File: src/hw/rtl/mfb_pkg.sv
package mfb_pkg;

   localparam int MaxVertices = 64;
   localparam int EntryW      = 17;
   localparam int FlowW       = 22;
   localparam int CapW        = 16;

   typedef enum logic [3:0] {
      ST_IDLE,
      ST_CLEAR,
      ST_BFS_INIT,
      ST_BFS_POP,
      ST_BFS_SCAN,
      ST_BFS_WAIT,
      ST_NECK_RD,
      ST_NECK_WAIT,
      ST_UPD_FWD_RD,
      ST_UPD_FWD_WR,
      ST_UPD_REV_RD,
      ST_UPD_REV_WR,
      ST_DONE
   } state_type;

   // controller to datapath
   typedef struct packed {
      logic clear_step;    // write zero at sweep address, advance sweep
      logic load_write;    // write load item into matrix
      logic bfs_init;      // clear visited, push source, neck to all ones
      logic bfs_pop;       // take head of queue as current vertex
      logic scan_read;     // read matrix row entry for scan vertex
      logic scan_eval;     // evaluate registered entry when one is pending
      logic walk_start;    // set walk vertex to sink, fetch its parent
      logic neck_read;     // read edge parent(v)->v
      logic neck_eval;     // fold into bottleneck, step walk
      logic fwd_read;      // read forward entry
      logic fwd_write;     // write forward entry minus neck
      logic rev_read;      // read reverse entry
      logic rev_write;     // write reverse entry plus neck, step walk
      logic flow_clear;    // clear flow total
      logic flow_add;      // add neck to total
   } cmd_type;

   // datapath to controller
   typedef struct packed {
      logic clear_last;    // sweep at last entry
      logic queue_empty;   // head reached tail
      logic scan_last;     // scan vertex is last in use
      logic sink_seen;     // sink visited
      logic walk_at_src;   // walk vertex is source
   } sts_type;

endpackage

File: src/hw/rtl/mfb_control.sv
module mfb_control (
   input  logic                    clock,
   input  logic                    reset,
   input  logic                    start,
   input  logic                    kind,
   input  logic                    load_ok,
   input  logic                    terms_ok,
   input  mfb_pkg::sts_type        sts,
   output mfb_pkg::cmd_type        cmd,
   output logic                    busy,
   output logic                    done,
   output logic                    bad
);

   mfb_pkg::state_type state_ff, state_in;
   logic bad_ff, bad_in;

   always_ff @(posedge clock) begin
      if (reset) begin
         state_ff <= mfb_pkg::ST_CLEAR;
         bad_ff   <= 1'b0;
      end else begin
         state_ff <= state_in;
         bad_ff   <= bad_in;
      end
   end

   always_comb begin
      state_in = state_ff;
      bad_in   = bad_ff;
      cmd      = '0;
      busy     = 1'b1;
      done     = 1'b0;
      unique case (state_ff)
         mfb_pkg::ST_CLEAR: begin
            cmd.clear_step = 1'b1;
            if (sts.clear_last) state_in = mfb_pkg::ST_IDLE;
         end
         mfb_pkg::ST_IDLE: begin
            busy = 1'b0;
            if (start) begin
               if (!kind) begin
                  cmd.load_write = load_ok;
               end else begin
                  cmd.flow_clear = 1'b1;
                  bad_in   = !terms_ok;
                  state_in = terms_ok ? mfb_pkg::ST_BFS_INIT : mfb_pkg::ST_DONE;
               end
            end
         end
         mfb_pkg::ST_BFS_INIT: begin
            cmd.bfs_init = 1'b1;
            state_in = mfb_pkg::ST_BFS_POP;
         end
         mfb_pkg::ST_BFS_POP: begin
            if (sts.queue_empty) begin
               if (sts.sink_seen) begin
                  cmd.walk_start = 1'b1;
                  state_in = mfb_pkg::ST_NECK_RD;
               end else begin
                  state_in = mfb_pkg::ST_DONE;
               end
            end else begin
               cmd.bfs_pop = 1'b1;
               state_in = mfb_pkg::ST_BFS_SCAN;
            end
         end
         mfb_pkg::ST_BFS_SCAN: begin
            cmd.scan_read = 1'b1;
            cmd.scan_eval = 1'b1;
            if (sts.scan_last) state_in = mfb_pkg::ST_BFS_WAIT;
         end
         mfb_pkg::ST_BFS_WAIT: begin
            cmd.scan_eval = 1'b1;
            state_in = mfb_pkg::ST_BFS_POP;
         end
         mfb_pkg::ST_NECK_RD: begin
            if (sts.walk_at_src) begin
               cmd.walk_start = 1'b1;
               state_in = mfb_pkg::ST_UPD_FWD_RD;
            end else begin
               cmd.neck_read = 1'b1;
               state_in = mfb_pkg::ST_NECK_WAIT;
            end
         end
         mfb_pkg::ST_NECK_WAIT: begin
            cmd.neck_eval = 1'b1;
            state_in = mfb_pkg::ST_NECK_RD;
         end
         mfb_pkg::ST_UPD_FWD_RD: begin
            if (sts.walk_at_src) begin
               cmd.flow_add = 1'b1;
               state_in = mfb_pkg::ST_BFS_INIT;
            end else begin
               cmd.fwd_read = 1'b1;
               state_in = mfb_pkg::ST_UPD_FWD_WR;
            end
         end
         mfb_pkg::ST_UPD_FWD_WR: begin
            cmd.fwd_write = 1'b1;
            state_in = mfb_pkg::ST_UPD_REV_RD;
         end
         mfb_pkg::ST_UPD_REV_RD: begin
            cmd.rev_read = 1'b1;
            state_in = mfb_pkg::ST_UPD_REV_WR;
         end
         mfb_pkg::ST_UPD_REV_WR: begin
            cmd.rev_write = 1'b1;
            state_in = mfb_pkg::ST_UPD_FWD_RD;
         end
         mfb_pkg::ST_DONE: begin
            done     = 1'b1;
            state_in = mfb_pkg::ST_IDLE;
         end
         default: state_in = mfb_pkg::ST_IDLE;
      endcase
   end

   assign bad = bad_ff;

   done_one_cycle: assert property (@(posedge clock) disable iff (reset)
      done |=> !done) else $error("result strobe held");
   idle_not_busy: assert property (@(posedge clock) disable iff (reset)
      done |=> !busy) else $error("not idle after result");

endmodule
File: config.mk
export PLATFORM = sky130hd
export DESIGN_NAME = mfb_control
export DESIGN_NICKNAME = d
export VERILOG_FILES = /design/src/hw/rtl/mfb_pkg.sv /design/src/hw/rtl/mfb_control.sv
export SDC_FILE = /design/constraint.sdc
export NUM_CORES = 1
export LEC_CHECK = 0
export BUFFER_PORTS_ARGS = -buffer_cell sky130_fd_sc_hd__buf_4
export CAP_MARGIN = 0
export CORE_UTILIZATION = 38
export DETAILED_ROUTE_END_ITERATION = 7
export GPL_TIMING_DRIVEN = 0
export PLACE_DENSITY = 0.74
export REMOVE_ABC_BUFFERS = 1
export SETUP_SLACK_MARGIN = 0.5
export SYNTH_ARGS = -nofsm -noshare
export SYNTH_HDL_FRONTEND = slang
export SYNTH_SLANG_ARGS = --single-unit
File: constraint.sdc
create_clock -name clock -period 1.2 [get_ports clock]
set_input_delay 0.06 -clock clock [delete_from_list [all_inputs] [get_ports clock]]
set_output_delay 0.06 -clock clock [all_outputs]
set_load 0.01 [all_outputs]
# [After elaboration in Yosys (flattened, before gate mapping)]
# Cells that the tools add are included.
# Widths: inputs -> output; s select.
[totals] in_bits=11 ff_bits=5 output_inout_bits=18 elab_cells=60
[classes] mux=36 n_eq_ne=16 reduce_logical=6
[ops] op="$pmux 4 s11" count=1
[ops] op="$mux 4" count=9
[ops] op="$mux 1" count=25
[ops] op="$eq 4x4->1 const B" count=5
[ops] op="$eq 4x3->1 const B" count=4
[ops] op="$eq 4x2->1 const B" count=2
[ops] op="$ne 2x2->1 const B" count=4
[ops] op="$eq 4x1->1 const B" count=1
[ops] op="$logic_not 4->1" count=1
[ops] op="$reduce_and 4->1" count=1
[ops] op="$reduce_or 2->1" count=2
[ops] op="$reduce_and 3->1" count=1
[ops] op="$pmux 1 s2" count=1
[ops] op="$logic_not 1->1" count=1

# [Logic depth before layout (Yosys ltp)]
[logic_depth] depth_word=4 mapped_depth=6 mapped_depth_nobuf=5

# [Worst setup path after synthesis]
# No wires, ideal clock.
[synth_timing] kind="flip-flop to flip-flop" start="reg state_ff[2]" end="reg state_ff[2]" setup_time_ns=0.066 required_ns=1.134 synth_period_minus_slack_ns=1.212 path_stages_with_launch=6 n_path_buf=1 arrival_time_ns=1.146 slack_ns=-0.012 path_cell_list="dfxtp_1 -> buf_6 -> nand2_1 -> nor3_1 -> nand2b_1 -> a21oi_2"
[synth_between] elab_chain_len=3 word_cells_on_any_way=19 cone_classes="eq/ne (15); mux (1); reduce/logical (3)"
[synth_lines] element="start, declared" line="mfb_control.sv:15" source="mfb_pkg::state_type state_ff, state_in;"
[synth_lines] element="start signal, assigned" line="mfb_control.sv:20" source="state_ff <= mfb_pkg::ST_CLEAR;"
[synth_lines] element="start signal, assigned" line="mfb_control.sv:23" source="state_ff <= state_in;"
[synth_lines] element="$eq 4x3->1 (tied with other cells)" line="mfb_control.sv:34" source="unique case (state_ff)"
[synth_lines] element="$reduce_or 2->1 (no source line) / $ne 2x2->1 (equally long branches)"
[synth_lines] element="$pmux 4 s11 / $reduce_and 4->1 (equally long branches)"
# Parallel ways exist; a longest one is shown, timed or not.
# A chain may end at the register's enable or synchronous reset.

==> flow_summary.ini <==
[outcome]
status = finished, violations left
failed_checks = setup timing

[sta]
setup_ws_ns = -0.205
fin_crit_ns = 1.41
rsz0062_at_grt = yes
setup_viol = 15
finalHoldViolCount = 0
report.final.slew_viol_count = 0
fin_crit_sh_pct = 117
max_freq_mhz = 712
clock_skew_ns = 0.00815
hold_slack_ns = 0.0192
worst_pin_slew_ns = 0.292
relSlewSlack_pct = 80.4
fin_setup_tns_ns = -1.55

[yosys]
synth.distinct_cells = 31
yosys_warnings = 0
ys_ff_latch = 5
synth_edf_count = 0
synth_top_area_cell = dfxtp_1
synthTopCellsByArea = dfxtp_1, nor2_1, nor3_1
postSynthCellCount = 79
synthArstFlopShare_pct = 0
postSynthAreaPerCell_um2 = 6.54
synthFlopType = dfxtp_1
seq_area_frac_synth_pct = 19.4
syn-cell-area_um2 = 517
synth_top_area_share_pct = 19.4

[power_and_ir_drop]
swShare_pct = 33.7
leakage_nw = 0.466
switchingPower_w = 0.000202
p_per_area_nw_per_um2 = 530
seqPwrFrac_pct = 29.8
power.total_w = 0.000601
pwr-share-comb_pct = 37.7
vdd_ir_drop_max_mv = 0.267
clockPowerShare_pct = 32.6
power_report.internal_total_w = 0.000399

[job]
drv_cap = 0

[worst_setup_path]
path_max_fanout = 8
cp_slowest_stage_delay_ns = 0.42
worstSetupEndpointType = output pin
cp-start-kind = flop
reg2regPathDepth = 7
crit_chain = and2b_2 -> nand4_1 -> o31ai_1 -> buf_4
critical_path_class = reg -> out
worstPathRequired_ns = 1.14
cp.arrival_ns = 1.35
critPathSlowestCell = dfxtp_4

[floorplanning]
die_w_um = 38.9
initial_core_util_pct = 43.6
die_h_um = 38.9
core_um2 = 1190
pin_count = 29
rows = 12
fp.dieArea_um2 = 1510

[finish]
syn_to_final_growth_pct = 119
nets = 137
layout-drive-gt1-share_pct = 70.4
register_area_um2 = 116
postLayoutCellArea_um2 = 1130
multi_input_area_um2 = 554
fill_cells = 30
diodes = 0
layoutNonFillerInstCount = 139

[grt]
grt_start_max_net_pins = 9
grt_pass1_vias = 806
grt_pass1_wl_mm = 3.86
antenna_found_initial = 0
grtUsageTotal_pct = 38.1
overflow = 0

[drt]
wl_per_cell_um = 20.9
routed_wirelength_mm = 2.90
drc = 0
ant_nets = 0
routed_via_density = 6.51
drt-pass1-iter-count = 6
drt_iter0_markers = 63
via_count = 905

[placed_design]
dpl-instance-area_um2 = 712
dpl.hpwl_mm = 1.05
gp_congestion = 0.860
dp_cells = 117
portBuffers = 28

[clocking]
cts_max_level = 1
clk_latency_ns = 0.24
cts_root_buf = clkbuf_4
cts_inserted_buffers = 3
clkSlewWorstSetupHoldPaths_ns = 0.05
cts_max_path_buffers = 2
cts_tree = yes
numClockSinks = 5

[min_path]
hold_depth = 2
hold_path_class = in -> reg
-- cell usage after synthesis (2+ instances only) --
cell       n
nor2_1    17
nor3_1     8
nand2_1    6
dfxtp_1    5
nand2b_1   5
inv_1      3
nor4_1     3
o21ai_0    3
o21ai_1    3
a211o_1    2
a21oi_1    2
buf_2      2
buf_6      2
-- placed cells by master (no fill, tap or decap), types with 2 or more instances in the layout --
cell	count
a21oi_1	2
nand2_1	3
a211o_1	2
nor3_4	5
nand2b_1	2
clkbuf_4	3
buf_4	32
nor2_1	13
buf_6	11
inv_2	2
nor4_2	3
nor2_2	3
nand2_4	2
o21ai_2	2
nor3_2	4
nand2_2	2
o21ai_1	3
inv_1	2
nor2_4	3
buf_8	2
dfxtp_4	4
nand2b_4	3
-- worst paths after layout --
path / from / endpoint / slack [ns]
max: state_ff[1] / cmd[8] / -0.21
min: reset / bad / 0.02
max reg2reg: state_ff[3] / state_ff[0] / -0.19
min reg2reg: bad / bad / 0.54
-- kinds of logic after synthesis --
group | after synthesis | synth area share, %
and+or+nand+nor | 49 | 49.2
AOI/OAI and AO/OA | 17 | 22.3
buffers and inverters | 8 | 9.20
DFF | 5 | 19.4
-- metrics by stage --
step	setup WS [ns]	util (%)
detailed placement	-0.351	60.0
CTS	-0.0916	89.2
floorplan	-0.148	-
global placement	-0.353	60.0
global route	-0.356	95.6
finish	-0.205	95.6
-- state kept, by name (all words and copies together) (netlist names) --
name      flops
bad           1
state_ff      4
-- worst max-delay path, delay by kind of cell, from the launching register on --
kind / cells / cell delay [ns]
DFF: 1 / 0.42
and+or+nand+nor: 2 / 0.37
buffers and inverters: 1 / 0.18
AOI/OAI and AO/OA: 1 / 0.12
-- layer usage --
layer  vias to the layer above  GRT usage (%)  share of wire [%]
li1                        375              -                  -
met1                       397           49.7                 39
met2                       106           63.3                 45
met3                        27           5.78                 10
met4                         0           12.1                6.3
met5                         -              0                  0
-- power groups by stage --
stage / Clock [W] / Combinational (W) / Sequential (W)
2_1_floorplan: 0 / 0.0000604 / 0.000189
3_3_place_gp: 0 / 0.000119 / 0.000192
5_1_grt: 0.000213 / 0.000235 / 0.000179
6_report: 0.000196 / 0.000226 / 0.000179
4_1_cts: 0.000196 / 0.000190 / 0.000177
3_5_place_dp: 0 / 0.000121 / 0.000193
-- timing repair --
item                                   CTS  global route
cloned                                   0             0
setup buffers                           17             0
endpoints found under the hold margin    1             0
setup endpoints to repair               23            23
pin swaps                               11             6
gates resized for setup                 49            19
hold buffers                             1             0
-- area by class of cell --
cell class | count | area share [%]
multi-input cells | 66 | 48.9
repair buffers | 46 | 35.7
flip-flops and latches | 5 | 10.3
clock buffers | 4 | 2.32
well taps | 14 | 1.55
inverters | 4 | 1.32
Power figures use the tool's default switching activity.
